## src/rtl/bcs_pkg.sv

```systemverilog
// shared types and constants of the bezier curve sampler
package bcs_pkg;

  localparam int COORD_W    = 32;
  localparam int INDEX_W    = 3;
  localparam int SAMPLE_W   = 7;
  localparam int COUNT_W    = 4;
  localparam int FRAC_W     = 16;
  localparam int IN_DATA_W  = 80;
  localparam int OUT_DATA_W = 72;

  typedef enum logic [2:0] {
    ST_IDLE,
    ST_SINGLE,
    ST_LEVEL,
    ST_FINISH,
    ST_DELIVER
  } state_t;

  typedef enum logic {
    ACT_LOAD   = 1'b0,
    ACT_SAMPLE = 1'b1
  } action_t;

  typedef struct packed {
    logic valid;
    logic last;
  } lerp_tag_t;

endpackage

```

## src/rtl/bezier_curve_sampler.sv

```systemverilog
// bezier curve sampler top: point ram, work ram, level sequencer and shared lerp pipeline
// a sample over n >= 2 points makes one ram read per point of each level and stalls the
// short last levels until entry 0 of the previous level is written; a single point is
// read once and passed through; a load or a sample on an empty curve stays in idle;
// input is ready again in the cycle the result appears, unless the output is still full
// reset is synchronous: point count zero, all points read as zero, no result pending
module bezier_curve_sampler #(
  parameter int MAX_POINTS = 8,
  parameter int SAMPLES    = 100,
  parameter int COORD_BITS = 32
) (
  input  logic                               clk,
  input  logic                               rst,
  input  logic                               s_axis_tvalid,
  output logic                               s_axis_tready,
  // point_index, point_x, point_y, sample_index, zero pad
  input  logic [bcs_pkg::IN_DATA_W-1:0]      s_axis_tdata,
  // action
  input  logic [0:0]                         s_axis_tuser,
  output logic                               m_axis_tvalid,
  input  logic                               m_axis_tready,
  // curve_x, curve_y, sample_echo, zero pad
  output logic [bcs_pkg::OUT_DATA_W-1:0]     m_axis_tdata,
  input  logic                               cfg_valid,
  output logic                               cfg_ready,
  input  logic [bcs_pkg::COUNT_W-1:0]        cfg_data
);

  localparam int AW    = (MAX_POINTS > 1) ? $clog2(MAX_POINTS) : 1;
  localparam int CNT_W = $clog2(MAX_POINTS + 1);
  localparam int CW    = COORD_BITS;
  localparam int T_DEPTH = 1 << bcs_pkg::SAMPLE_W;

  // input fields
  bcs_pkg::action_t              in_action;
  logic [bcs_pkg::INDEX_W-1:0]   in_index;
  logic [bcs_pkg::COORD_W-1:0]   in_x;
  logic [bcs_pkg::COORD_W-1:0]   in_y;
  logic [bcs_pkg::SAMPLE_W-1:0]  in_sample;
  logic                          in_fire;

  assign in_action = bcs_pkg::action_t'(s_axis_tuser[0]);
  assign in_index  = s_axis_tdata[2:0];
  assign in_x      = s_axis_tdata[34:3];
  assign in_y      = s_axis_tdata[66:35];
  assign in_sample = s_axis_tdata[73:67];
  assign in_fire   = s_axis_tvalid && s_axis_tready;

  // t in q0.16 for each sample number
  logic [bcs_pkg::FRAC_W-1:0] t_rom [T_DEPTH];
  for (genvar g = 0; g < T_DEPTH; g++) begin : g_t_rom
    assign t_rom[g] = bcs_pkg::FRAC_W'(((g << bcs_pkg::FRAC_W) + SAMPLES / 2) / SAMPLES);
  end

  // registers
  bcs_pkg::state_t             state, state_next;
  logic [bcs_pkg::COUNT_W-1:0] point_count;
  logic [MAX_POINTS-1:0]       point_valid;
  logic [CNT_W-1:0]            lvl_len, lvl_len_next;
  logic [CNT_W-1:0]            rd_idx, rd_idx_next;
  logic                        first_lvl, first_lvl_next;
  logic                        wrote0;
  logic [bcs_pkg::FRAC_W-1:0]  t_q;
  logic [bcs_pkg::SAMPLE_W-1:0] k_q;
  logic                        rv_q;
  logic [AW-1:0]               rv_addr;
  logic                        rv_store;
  logic                        rv_valid;
  logic                        rv_last;
  logic                        rv_single;
  logic signed [CW-1:0]        prev_x, prev_y;
  logic signed [CW-1:0]        res_x, res_y;
  logic [bcs_pkg::OUT_DATA_W-1:0] out_data;

  // combinational
  logic [CNT_W-1:0]             n_eff;
  logic [bcs_pkg::SAMPLE_W-1:0] k_clamp;
  logic [31:0]                  idx_ext;
  logic                         load_we;
  logic [AW-1:0]                load_addr;
  logic                         rd_en, rd_store, rd_last, rd_single;
  logic [AW-1:0]                rd_addr;
  logic                         out_load;
  logic                         sample_start;
  logic                         res_done;
  logic [2*CW-1:0]              store_rdata, work_rdata, rsel;
  logic signed [CW-1:0]         rx, ry;
  bcs_pkg::lerp_tag_t           li_tag, lo_tag;
  logic [AW-1:0]                li_addr, lo_addr;
  logic signed [CW-1:0]         lo_x, lo_y;

  assign cfg_ready = 1'b1;

  assign n_eff = (32'(point_count) > MAX_POINTS) ? CNT_W'(MAX_POINTS) : CNT_W'(point_count);
  assign k_clamp = (32'(in_sample) > SAMPLES - 1) ? bcs_pkg::SAMPLE_W'(SAMPLES - 1)
                                                  : in_sample;

  assign idx_ext   = 32'(in_index);
  assign load_addr = idx_ext[AW-1:0];
  assign load_we   = in_fire && (in_action == bcs_pkg::ACT_LOAD) && (idx_ext < MAX_POINTS);

  assign s_axis_tready = (state == bcs_pkg::ST_IDLE);

  always_comb begin
    state_next     = state;
    lvl_len_next   = lvl_len;
    rd_idx_next    = rd_idx;
    first_lvl_next = first_lvl;
    rd_en          = 1'b0;
    rd_addr        = '0;
    rd_store       = 1'b0;
    rd_last        = 1'b0;
    rd_single      = 1'b0;
    out_load       = 1'b0;
    sample_start   = 1'b0;
    case (state)
      bcs_pkg::ST_IDLE: begin
        if (in_fire && in_action == bcs_pkg::ACT_SAMPLE) begin
          sample_start = 1'b1;
          if (n_eff == CNT_W'(1)) begin
            state_next = bcs_pkg::ST_SINGLE;
          end else if (n_eff != '0) begin
            state_next     = bcs_pkg::ST_LEVEL;
            lvl_len_next   = n_eff - CNT_W'(1);
            rd_idx_next    = '0;
            first_lvl_next = 1'b1;
          end
        end
      end
      bcs_pkg::ST_SINGLE: begin
        rd_en      = 1'b1;
        rd_store   = 1'b1;
        rd_single  = 1'b1;
        state_next = bcs_pkg::ST_FINISH;
      end
      bcs_pkg::ST_LEVEL: begin
        // a later level may only start once entry 0 of the level before is written
        if (rd_idx != '0 || first_lvl || wrote0) begin
          rd_en    = 1'b1;
          rd_addr  = rd_idx[AW-1:0];
          rd_store = first_lvl;
          rd_last  = (lvl_len == CNT_W'(1));
          if (rd_idx == lvl_len) begin
            if (lvl_len == CNT_W'(1)) begin
              state_next = bcs_pkg::ST_FINISH;
            end else begin
              lvl_len_next   = lvl_len - CNT_W'(1);
              rd_idx_next    = '0;
              first_lvl_next = 1'b0;
            end
          end else begin
            rd_idx_next = rd_idx + CNT_W'(1);
          end
        end
      end
      bcs_pkg::ST_FINISH: begin
        if (res_done) begin
          state_next = bcs_pkg::ST_DELIVER;
        end
      end
      bcs_pkg::ST_DELIVER: begin
        if (!m_axis_tvalid || m_axis_tready) begin
          out_load   = 1'b1;
          state_next = bcs_pkg::ST_IDLE;
        end
      end
      default: begin
        state_next = bcs_pkg::ST_IDLE;
      end
    endcase
  end

  always_ff @(posedge clk) begin
    if (rst) begin
      state         <= bcs_pkg::ST_IDLE;
      point_count   <= '0;
      point_valid   <= '0;
      lvl_len       <= '0;
      rd_idx        <= '0;
      first_lvl     <= 1'b0;
      wrote0        <= 1'b0;
      rv_q          <= 1'b0;
      m_axis_tvalid <= 1'b0;
    end else begin
      state     <= state_next;
      lvl_len   <= lvl_len_next;
      rd_idx    <= rd_idx_next;
      first_lvl <= first_lvl_next;
      rv_q      <= rd_en;
      if (cfg_valid) begin
        point_count <= cfg_data;
      end
      if (load_we) begin
        point_valid[load_addr] <= 1'b1;
      end
      if (rd_en && !rd_single && rd_addr == '0) begin
        wrote0 <= 1'b0;
      end
      if (lo_tag.valid && lo_addr == '0) begin
        wrote0 <= 1'b1;
      end
      if (out_load) begin
        m_axis_tvalid <= 1'b1;
      end else if (m_axis_tready) begin
        m_axis_tvalid <= 1'b0;
      end
    end
  end

  always_ff @(posedge clk) begin
    if (sample_start) begin
      t_q <= t_rom[k_clamp];
      k_q <= k_clamp;
    end
    rv_addr   <= rd_addr;
    rv_store  <= rd_store;
    rv_valid  <= point_valid[rd_addr];
    rv_last   <= rd_last;
    rv_single <= rd_single;
    if (rv_q) begin
      prev_x <= rx;
      prev_y <= ry;
    end
    if (rv_q && rv_single) begin
      res_x <= rx;
      res_y <= ry;
    end else if (lo_tag.valid && lo_tag.last) begin
      res_x <= lo_x;
      res_y <= lo_y;
    end
    if (out_load) begin
      out_data <= {1'b0, k_q, 32'(res_y), 32'(res_x)};
    end
  end

  assign m_axis_tdata = out_data;

  // never-written points read as zero
  assign rsel = rv_store ? (rv_valid ? store_rdata : '0) : work_rdata;
  assign rx   = $signed(rsel[CW-1:0]);
  assign ry   = $signed(rsel[2*CW-1:CW]);

  assign res_done = (rv_q && rv_single) || (lo_tag.valid && lo_tag.last);

  assign li_tag.valid = rv_q && !rv_single && (rv_addr != '0);
  assign li_tag.last  = rv_last;
  assign li_addr      = rv_addr - AW'(1);

  bcs_ram #(
    .WIDTH (2 * CW),
    .DEPTH (MAX_POINTS)
  ) u_point_ram (
    .clk   (clk),
    .we    (load_we),
    .waddr (load_addr),
    .wdata ({in_y[CW-1:0], in_x[CW-1:0]}),
    .raddr (rd_addr),
    .rdata (store_rdata)
  );

  bcs_ram #(
    .WIDTH (2 * CW),
    .DEPTH (MAX_POINTS)
  ) u_work_ram (
    .clk   (clk),
    .we    (lo_tag.valid),
    .waddr (lo_addr),
    .wdata ({lo_y, lo_x}),
    .raddr (rd_addr),
    .rdata (work_rdata)
  );

  bcs_lerp #(
    .CW (CW),
    .AW (AW)
  ) u_lerp (
    .clk      (clk),
    .rst      (rst),
    .t        (t_q),
    .in_tag   (li_tag),
    .in_addr  (li_addr),
    .a_x      (prev_x),
    .a_y      (prev_y),
    .b_x      (rx),
    .b_y      (ry),
    .out_tag  (lo_tag),
    .out_addr (lo_addr),
    .out_x    (lo_x),
    .out_y    (lo_y)
  );

endmodule

```

## src/rtl/bcs_ram.sv

```systemverilog
// generic single-write, single-read ram with registered read data
module bcs_ram #(
  parameter int WIDTH = 64,
  parameter int DEPTH = 8,
  localparam int AW = (DEPTH > 1) ? $clog2(DEPTH) : 1
) (
  input  logic             clk,
  input  logic             we,
  input  logic [AW-1:0]    waddr,
  input  logic [WIDTH-1:0] wdata,
  input  logic [AW-1:0]    raddr,
  output logic [WIDTH-1:0] rdata
);

  logic [WIDTH-1:0] mem [DEPTH];

  always_ff @(posedge clk) begin
    if (we) begin
      mem[waddr] <= wdata;
    end
    rdata <= mem[raddr];
  end

endmodule

```

## src/rtl/bcs_lerp.sv

```systemverilog
// two-stage rounded linear interpolation of x and y, a + t * (b - a) with t in q0.16
module bcs_lerp #(
  parameter int CW = 32,
  parameter int AW = 3
) (
  input  logic                         clk,
  input  logic                         rst,
  input  logic [bcs_pkg::FRAC_W-1:0]   t,
  input  bcs_pkg::lerp_tag_t           in_tag,
  input  logic [AW-1:0]                in_addr,
  input  logic signed [CW-1:0]         a_x,
  input  logic signed [CW-1:0]         a_y,
  input  logic signed [CW-1:0]         b_x,
  input  logic signed [CW-1:0]         b_y,
  output bcs_pkg::lerp_tag_t           out_tag,
  output logic [AW-1:0]                out_addr,
  output logic signed [CW-1:0]         out_x,
  output logic signed [CW-1:0]         out_y
);

  localparam int DW = CW + 1;
  localparam int PW = DW + bcs_pkg::FRAC_W + 1;
  localparam logic signed [PW-1:0] HALF = PW'(1) << (bcs_pkg::FRAC_W - 1);

  bcs_pkg::lerp_tag_t s1_tag;
  bcs_pkg::lerp_tag_t s2_tag;
  logic [AW-1:0]      s1_addr;
  logic [AW-1:0]      s2_addr;
  logic signed [CW-1:0] s1_ax, s1_ay, s2_ax, s2_ay;
  logic signed [DW-1:0] diff_x, diff_y;
  logic signed [PW-1:0] prod_x, prod_y;
  logic signed [PW-1:0] rnd_x, rnd_y;
  logic signed [bcs_pkg::FRAC_W:0] t_s;

  assign t_s = $signed({1'b0, t});

  always_ff @(posedge clk) begin
    if (rst) begin
      s1_tag <= '0;
      s2_tag <= '0;
    end else begin
      s1_tag <= in_tag;
      s2_tag <= s1_tag;
    end
  end

  // difference stage
  always_ff @(posedge clk) begin
    s1_addr <= in_addr;
    s1_ax   <= a_x;
    s1_ay   <= a_y;
    diff_x  <= DW'(b_x) - DW'(a_x);
    diff_y  <= DW'(b_y) - DW'(a_y);
  end

  // product stage
  always_ff @(posedge clk) begin
    s2_addr <= s1_addr;
    s2_ax   <= s1_ax;
    s2_ay   <= s1_ay;
    prod_x  <= diff_x * t_s;
    prod_y  <= diff_y * t_s;
  end

  // round to nearest, ties upward, then add the base point
  assign rnd_x = prod_x + HALF;
  assign rnd_y = prod_y + HALF;

  assign out_tag  = s2_tag;
  assign out_addr = s2_addr;
  assign out_x    = s2_ax + $signed(rnd_x[CW+bcs_pkg::FRAC_W-1:bcs_pkg::FRAC_W]);
  assign out_y    = s2_ay + $signed(rnd_y[CW+bcs_pkg::FRAC_W-1:bcs_pkg::FRAC_W]);

endmodule

```

## config.mk

```make
export PLATFORM = sky130hd
export DESIGN_NAME = bezier_curve_sampler
export DESIGN_NICKNAME = d
export VERILOG_FILES = /design/src/rtl/bcs_pkg.sv /design/src/rtl/bezier_curve_sampler.sv /design/src/rtl/bcs_ram.sv /design/src/rtl/bcs_lerp.sv
export SDC_FILE = /design/constraint.sdc
export NUM_CORES = 2
export LEC_CHECK = 0
export ABC_AREA = 0
export BUFFER_PORTS_ARGS = -buffer_cell sky130_fd_sc_hd__buf_2
export CORE_MARGIN = 3
export CORE_UTILIZATION = 64
export CTS_CLUSTER_DIAMETER = 50
export DETAILED_ROUTE_END_ITERATION = 16
export PLACE_DENSITY = 0.81
export SLEW_MARGIN = 30
export SYNTH_ARGS = -nofsm -noshare
export SYNTH_HDL_FRONTEND = slang
export SYNTH_HIERARCHICAL = 1
export SYNTH_SLANG_ARGS = --single-unit
```

## constraint.sdc

```tcl
create_clock -name clk -period 8.85 [get_ports clk]
set_input_delay 1.3275 -clock clk [delete_from_list [all_inputs] [get_ports clk]]
set_output_delay 1.3275 -clock clk [all_outputs]
set_load 0.03 [all_outputs]
```

# ---- Word-level counts from Yosys, hierarchy flattened
# Memories as Yosys holds them, arrays and structs flattened. A register that Yosys moved wholly into a read port is not among the register bits.
# Index checks and enable logic that the tools add are counted.
dict set report totals {
  ram_bits 1024
  in_bits 90
  mem_bits_ro 2048
  output_inout_bits 75
  mem_count 3
  reg_bits 540
}
# name words width rd rd_clocked_by_memory_dff write_ports line_no
set memory_table {}
lappend memory_table {{(name not given)} 128 16 1 1 0 bezier_curve_sampler.sv:212} ;# t_q <= t_rom[k_clamp];
lappend memory_table {u_point_ram.mem 8 64 1 1 1 bcs_ram.sv:15} ;# logic [WIDTH-1:0] mem [DEPTH];
lappend memory_table {u_work_ram.mem 8 64 1 1 1 bcs_ram.sv:15}
dict set report classes {
  addsub 10
  bitwise 3
  mux 61
  multipliers 2
  n_reduce_logical 33
  magnitude_cmp 6
  eq_ne 18
}
# cell n
set op_table {}
lappend op_table {{$mux 32} 4}
lappend op_table {{$mux 64} 2}
lappend op_table {{$add 48x17->48 const B} 2}
lappend op_table {{$mul 33x17->48} 2}
lappend op_table {{$sub 32x32->33} 2}
lappend op_table {{$add 32x32->32} 2}
lappend op_table {{$mux 4} 13}
lappend op_table {{$mux 3} 10}
lappend op_table {{$mux 1} 23}
lappend op_table {{$pmux 4 s2} 2}
lappend op_table {{$pmux 3 s5} 1}
lappend op_table {{$ne 2x2->1 const B} 7}
lappend op_table {{$reduce_and 7->1} 2}
lappend op_table {{$logic_and 1x1->1} 12}
lappend op_table {{$lt 3x4->1 const B} 3}
lappend op_table {{$logic_not 3->1} 3}
lappend op_table {{$eq 4x1->1 const B} 2}
lappend op_table {{$not 7->8} 1}
lappend op_table {{$or 8x8->8} 1}
lappend op_table {{$reduce_bool 2->1} 4}
lappend op_table {{$reduce_bool 4->1} 2}
lappend op_table {{$sub 4x1->4 const B} 2}
lappend op_table {{$gt 7x7->1 const B} 1}
lappend op_table {{$mux 7} 1}
lappend op_table {{other kinds (20)} 29}

# ---- Longest topological paths before layout
dict set report depth {
  word_depth 9
  depth_mapped 26
}

# ---- Modules after synthesis
# The synthesis kept the hierarchy.
# mod n_inst cells_each area_each_um2 seq_area_each_um2
set by_module_without_submodules {}
lappend by_module_without_submodules {bcs_lerp 1 5261 47674.5 5405.2}
lappend by_module_without_submodules {bcs_ram 2 816 20547.2 16656.0}
lappend by_module_without_submodules {bezier_curve_sampler 1 1075 12204.2 7347.0}

# ---- Least setup slack after synthesis
# Ideal clock, no wire load.
dict set report synth_path {
  kind {input-to-reg}
  startpoint {in s_axis_tuser}
  endpoint {mem u_point_ram.mem[0][0], enable pin}
  setup_slack_ns 2.146
  setup_ns 0.565
  required_ns 8.285
  path_buffers 0
  t_arrival_ns 6.139
  path_stages 3
  path_cell_list {nor3b_1 nand2b_1 nor3_1}
}
dict set report synth_via {
  elab_chain_len 5
}
# element line_no
set synth_rtl {}
lappend synth_rtl {{from (decl)} bezier_curve_sampler.sv:19} ;# input logic [0:0] s_axis_tuser,
lappend synth_rtl {{$not 1->1} bezier_curve_sampler.sv:100} ;# assign load_we = in_fire && (in_action == bcs_pkg::ACT_LOAD) && (idx_ext < MAX_POINTS);
lappend synth_rtl {{$logic_and 1x1->1 (2 in a row)} bezier_curve_sampler.sv:100}
lappend synth_rtl {{$mux 1} bcs_ram.sv:18} ;# if (we) begin
lappend synth_rtl {{$mux 1 (not written as such)} bcs_ram.sv:19} ;# mem[waddr] <= wdata;
lappend synth_rtl {{to (decl)} bcs_ram.sv:15}
# No other way between the ends.

# ---- Worst setup path after layout
dict set report layout_path {
  startpoint {reg t_q[2] in the netlist's numbering}
  endpoint {reg u_lerp.prod_y[45]}
}
dict set report layout_via {
  elab_chain_len 1
}
# element line_no
set layout_rtl {}
lappend layout_rtl {{from (decl)} bezier_curve_sampler.sv:63} ;# logic [bcs_pkg::FRAC_W-1:0] t_q;
lappend layout_rtl {{$mul 33x17->48} bcs_lerp.sv:62} ;# prod_y <= diff_y * t_s;
lappend layout_rtl {{to (signal assigned)} bcs_lerp.sv:62}
lappend layout_rtl {{to (decl)} bcs_lerp.sv:31} ;# logic signed [PW-1:0] prod_x, prod_y;
# No other way between the ends.
# A chain may end at the register's enable or synchronous reset.

==> parameters.txt <==
Parameter                              Value

Run status
  Run status ... finished clean

Setup path
  Required time worst endpoint ... around 9600 ps
  Worst setup EP type ... flip-flop
  Critical path data arrival time ... ~8500 ps
  Timing startpoint of the critical path ... t_q[2]
  CP Class ... flip-flop to flip-flop
  Worst Setup Start Kind ... flip-flop
  Crit Path Max Fanout ... 24
  Startpoint of the worst register-to-register path ... t_q[2]

Layout
  Leading cell type in the layout, fill and taps excluded ... sky130_fd_sc_hd__inv_1
  Layout-stage area growth over the synthesis result ... 8.419%
  Fraction of layout cells with a size suffix above 1 ... approximately an eighth
  Commonest cells after routing, fill and taps aside ... sky130_fd_sc_hd__inv_1 (1326), sky130_fd_sc_hd__edfxtp_1 (1246), sky130_fd_sc_hd__fa_1 (982)
  Fillers ... 9931
  Number of nets in the layout ... about 9.5k
  Sequential Area ... around 46000 sq um
  Area used by multi-input combinational logic ... just under 50000 sq um

Timing
  Worst relative slew slack ... roughly 29%
  Peak Freq ... 128.6 MHz
  Crit path time final ... roughly 8000 ps
  Sum Neg Setup Slack ... 0 ps
  Number of failing setup endpoints in the final timing report ... 0
  Max-slew violations ... 0
  Tightest Pin Transition ... 1052 ps
  Share of the clock period used by the worst path ... 87.86%
  Setup clock skew after layout ... around 70 ps
  Final-report hold violation count ... 0
  Setup repair after global routing missed its margin ... no

Yosys
  Synthesized netlist net count ... between 9k and 10k
  Share of synthesized flip-flops with an asynchronous set or reset ... 0%
  Number of enable flip-flop cells after synthesis ... 1246
  Ys Warns ... 6
  Number of instances in the synthesized netlist ... between 7k and 8k
  Yosys reg bits ... 1678
  Syn_area_per_cell ... about 13 sq um
  Sequential area share after synthesis ... a little under half
  Library cells used by synthesis ... ~100
  Post-Syn Area ... approximately 100000 sq um
  Dominant register cell in the synthesized netlist ... sky130_fd_sc_hd__edfxtp_1

Worst hold path
  Worst hold path class ... flip-flop to flip-flop
  Hold path startpoint ... u_lerp/s1_ay[14]

Floorplan
  Die height ... 403.2 um
  Starting Density ... around 64%
  Count of pins on the block boundary ... about 170
  Std-Cell Core Area ... 156600 sq um
  Die X ... between 400 and 500 um
  Number of placement rows ... roughly 150
  Area enclosed by the die boundary ... between 150000 and 200000 sq um

Global routing
  Via count of the first global-routing pass ... 66.43k
  Overflow left after global routing ... 0
  Combined global-route utilization of all metal layers ... slightly above 30%
  Largest net degree at the start of global routing ... around 120
  Number of antenna violations at the first check in global routing ... 17
  First-pass GRT wire length ... around 380000 um

Drt
  Average routed wire per standard cell ... ~23 um
  Detailed-routing iteration count for the pre-antenna-repair pass ... 6
  Total Routed Length ... about 240000 um
  Number of violations reported at the end of detailed-routing iteration 0 ... about 6.3k
  DRT antenna net count ... 0
  Number of DRC violations after detailed routing ... 0
  Vias after detailed routing ... around 62k
  Post-DR vias/cell ... 6.087

CTS
  Clock Latency Late Sink ... between 800 and 900 ps
  CTS tree ... built
  Clock sinks ... about 1.7k
  Post-CTS Setup Repair Bufs ... 0
  Total of cells resized after clock tree synthesis ... 0
  Num CTS Buffers ... ~160
  Maximum buffer depth of the clock tree ... 3
  Cell at the root of the clock tree ... sky130_fd_sc_hd__clkbuf_16
  Number of levels the H-tree was split into ... 4
  Post-cts hold buffer count ... 0
  Clock-pin slew reported for the worst setup and hold paths after clock tree synthesis ... ~60 ps

Placement
  Final estimated routing congestion in global placement ... a little over 0.9
  Post-detailed-placement half-perimeter wirelength ... 158200 um
  Buffers on Ports ... around 160

Job
  Max-capacitance violation count ... 0
-- critical path, cell delays in order (launching register included) --
cell	delay, ps
sky130_fd_sc_hd__edfxtp_1	800
sky130_fd_sc_hd__buf_4	420
sky130_fd_sc_hd__nand2_1	140
sky130_fd_sc_hd__fa_1	560
sky130_fd_sc_hd__fa_1	490
sky130_fd_sc_hd__fa_1	560
sky130_fd_sc_hd__inv_1	60
sky130_fd_sc_hd__fa_1	530
sky130_fd_sc_hd__fa_1	520
sky130_fd_sc_hd__inv_1	60
sky130_fd_sc_hd__fa_1	480
sky130_fd_sc_hd__inv_1	50
sky130_fd_sc_hd__ha_1	350
sky130_fd_sc_hd__nand4_1	210
sky130_fd_sc_hd__nor2_1	70
sky130_fd_sc_hd__a2111oi_0	720
sky130_fd_sc_hd__o32ai_1	320
sky130_fd_sc_hd__o31ai_2	410
sky130_fd_sc_hd__a21oi_2	150
sky130_fd_sc_hd__a31oi_1	290
sky130_fd_sc_hd__o21bai_1	150
sky130_fd_sc_hd__a21oi_1	190
sky130_fd_sc_hd__xnor2_1	150
-- metrics by stage --
step | worst slack, ps | util (%) | instances | area (sq um) | hold slack [ps]
finish | 1075 | 69.92 | 10260 | 109500 | 324.6
global route | 723.9 | 69.91 | 10260 | 109500 | 329.6
CTS | 1254 | 69.84 | 10250 | 109300 | 321.5
detailed placement | 1370 | 66.28 | 9944 | 103800 | 312.1
global placement | 1379 | 66.26 | 9942 | 103700 | 310.4
floorplan | 2146 | - | 7968 | 101000 | 309.6
-- registers in the layout (all words and copies together) (netlist names), 7 cells and up --
register and cells:
point_valid 8, u_lerp/s2_ay 32, u_lerp/s1_ay 32, u_lerp/diff_y 33, t_q 16, u_lerp/s1_ax 32, u_point_ram/mem 512, u_work_ram/mem 512
u_lerp/s2_ax 32, res_y 32, u_lerp/prod_x 33, u_point_ram/rdata 64, u_lerp/diff_x 33, m_axis_tdata 71, k_q 7, res_x 32
prev_x 32, prev_y 32, u_work_ram/rdata 64, u_lerp/prod_y 33
-- area by class of cell --
class                   count  share of cell area [%]
clock buffers             227                   4.243
clock inverters            81                  0.8492
inverters                1330                   4.568
well taps                2058                   2.352
repair buffers            250                   1.442
multi-input cells        4630                   44.44
flip-flops and latches   1678                   42.08
diodes                      9                 0.02057
-- per-layer routing --
layer	part of all wire [%]	vias to the layer above	routed length [um]	global-route usage (%)
li1	-	26670	-	-
met1	39	31790	92830	41.16
met2	48	3407	116100	48.90
met3	9.4	582	22510	5.820
met4	3.5	18	8297	11.23
met5	0.043	-	104	0
-- worst paths after layout --
check	endpoint	slack (ps)	cells past startpoint
worst min register to register	u_lerp/s2_ay[14]	320	0
worst max register to register	u_lerp/prod_y[45]	1070	22
worst max-delay path	u_lerp/prod_y[45]	1070	22
worst min-delay path	u_lerp/s2_ay[14]	320	0
-- synthesized netlist by cell type, types with 24 or more instances --
cell type	instances	area [sq um]
sky130_fd_sc_hd__inv_1	1327	4981
sky130_fd_sc_hd__edfxtp_1	1246	37420
sky130_fd_sc_hd__fa_1	982	19660
sky130_fd_sc_hd__nand2_1	803	3014
sky130_fd_sc_hd__and2_1	470	2940
sky130_fd_sc_hd__dfxtp_1	432	8648
sky130_fd_sc_hd__ha_1	373	4667
sky130_fd_sc_hd__clkbuf_1	260	975.9
sky130_fd_sc_hd__mux4_2	258	5811
sky130_fd_sc_hd__a21oi_1	203	1016
sky130_fd_sc_hd__mux2_2	195	2196
sky130_fd_sc_hd__xnor2_1	189	1655
sky130_fd_sc_hd__nor2_1	173	649.4
sky130_fd_sc_hd__o21ai_0	171	855.8
sky130_fd_sc_hd__a21o_1	116	870.8
sky130_fd_sc_hd__xor2_1	83	727.0
sky130_fd_sc_hd__nand3_1	56	280.3
sky130_fd_sc_hd__nand2b_1	43	269.0
sky130_fd_sc_hd__nor3_1	41	205.2
sky130_fd_sc_hd__nor2b_1	40	250.2
sky130_fd_sc_hd__and3_1	38	237.7
sky130_fd_sc_hd__nand4_1	32	200.2
sky130_fd_sc_hd__o21a_1	31	232.7
sky130_fd_sc_hd__a211oi_1	25	187.7
sky130_fd_sc_hd__a31oi_1	24	150.1
-- kinds of logic (layout without fill, tap and decap cells) --
kind of cell               count (synthesis)  count (layout)  synth area share [%]
other                                      2              11              0.007438
muxes                                    462             462                 8.018
adders and majority gates               1355            1355                 24.09
DFF                                     1678            1678                 45.62
buffers and inverters                   1660            1888                 6.393
AOI/OAI and AO/OA                        777             777                 5.045
xor gates and xnor gates                 272             272                 2.359
and+or+nand+nor                         1762            1762                 8.466
Power is not shown: default switching activity piles up to over one toggle a cycle in this logic, so the estimate is an artifact.
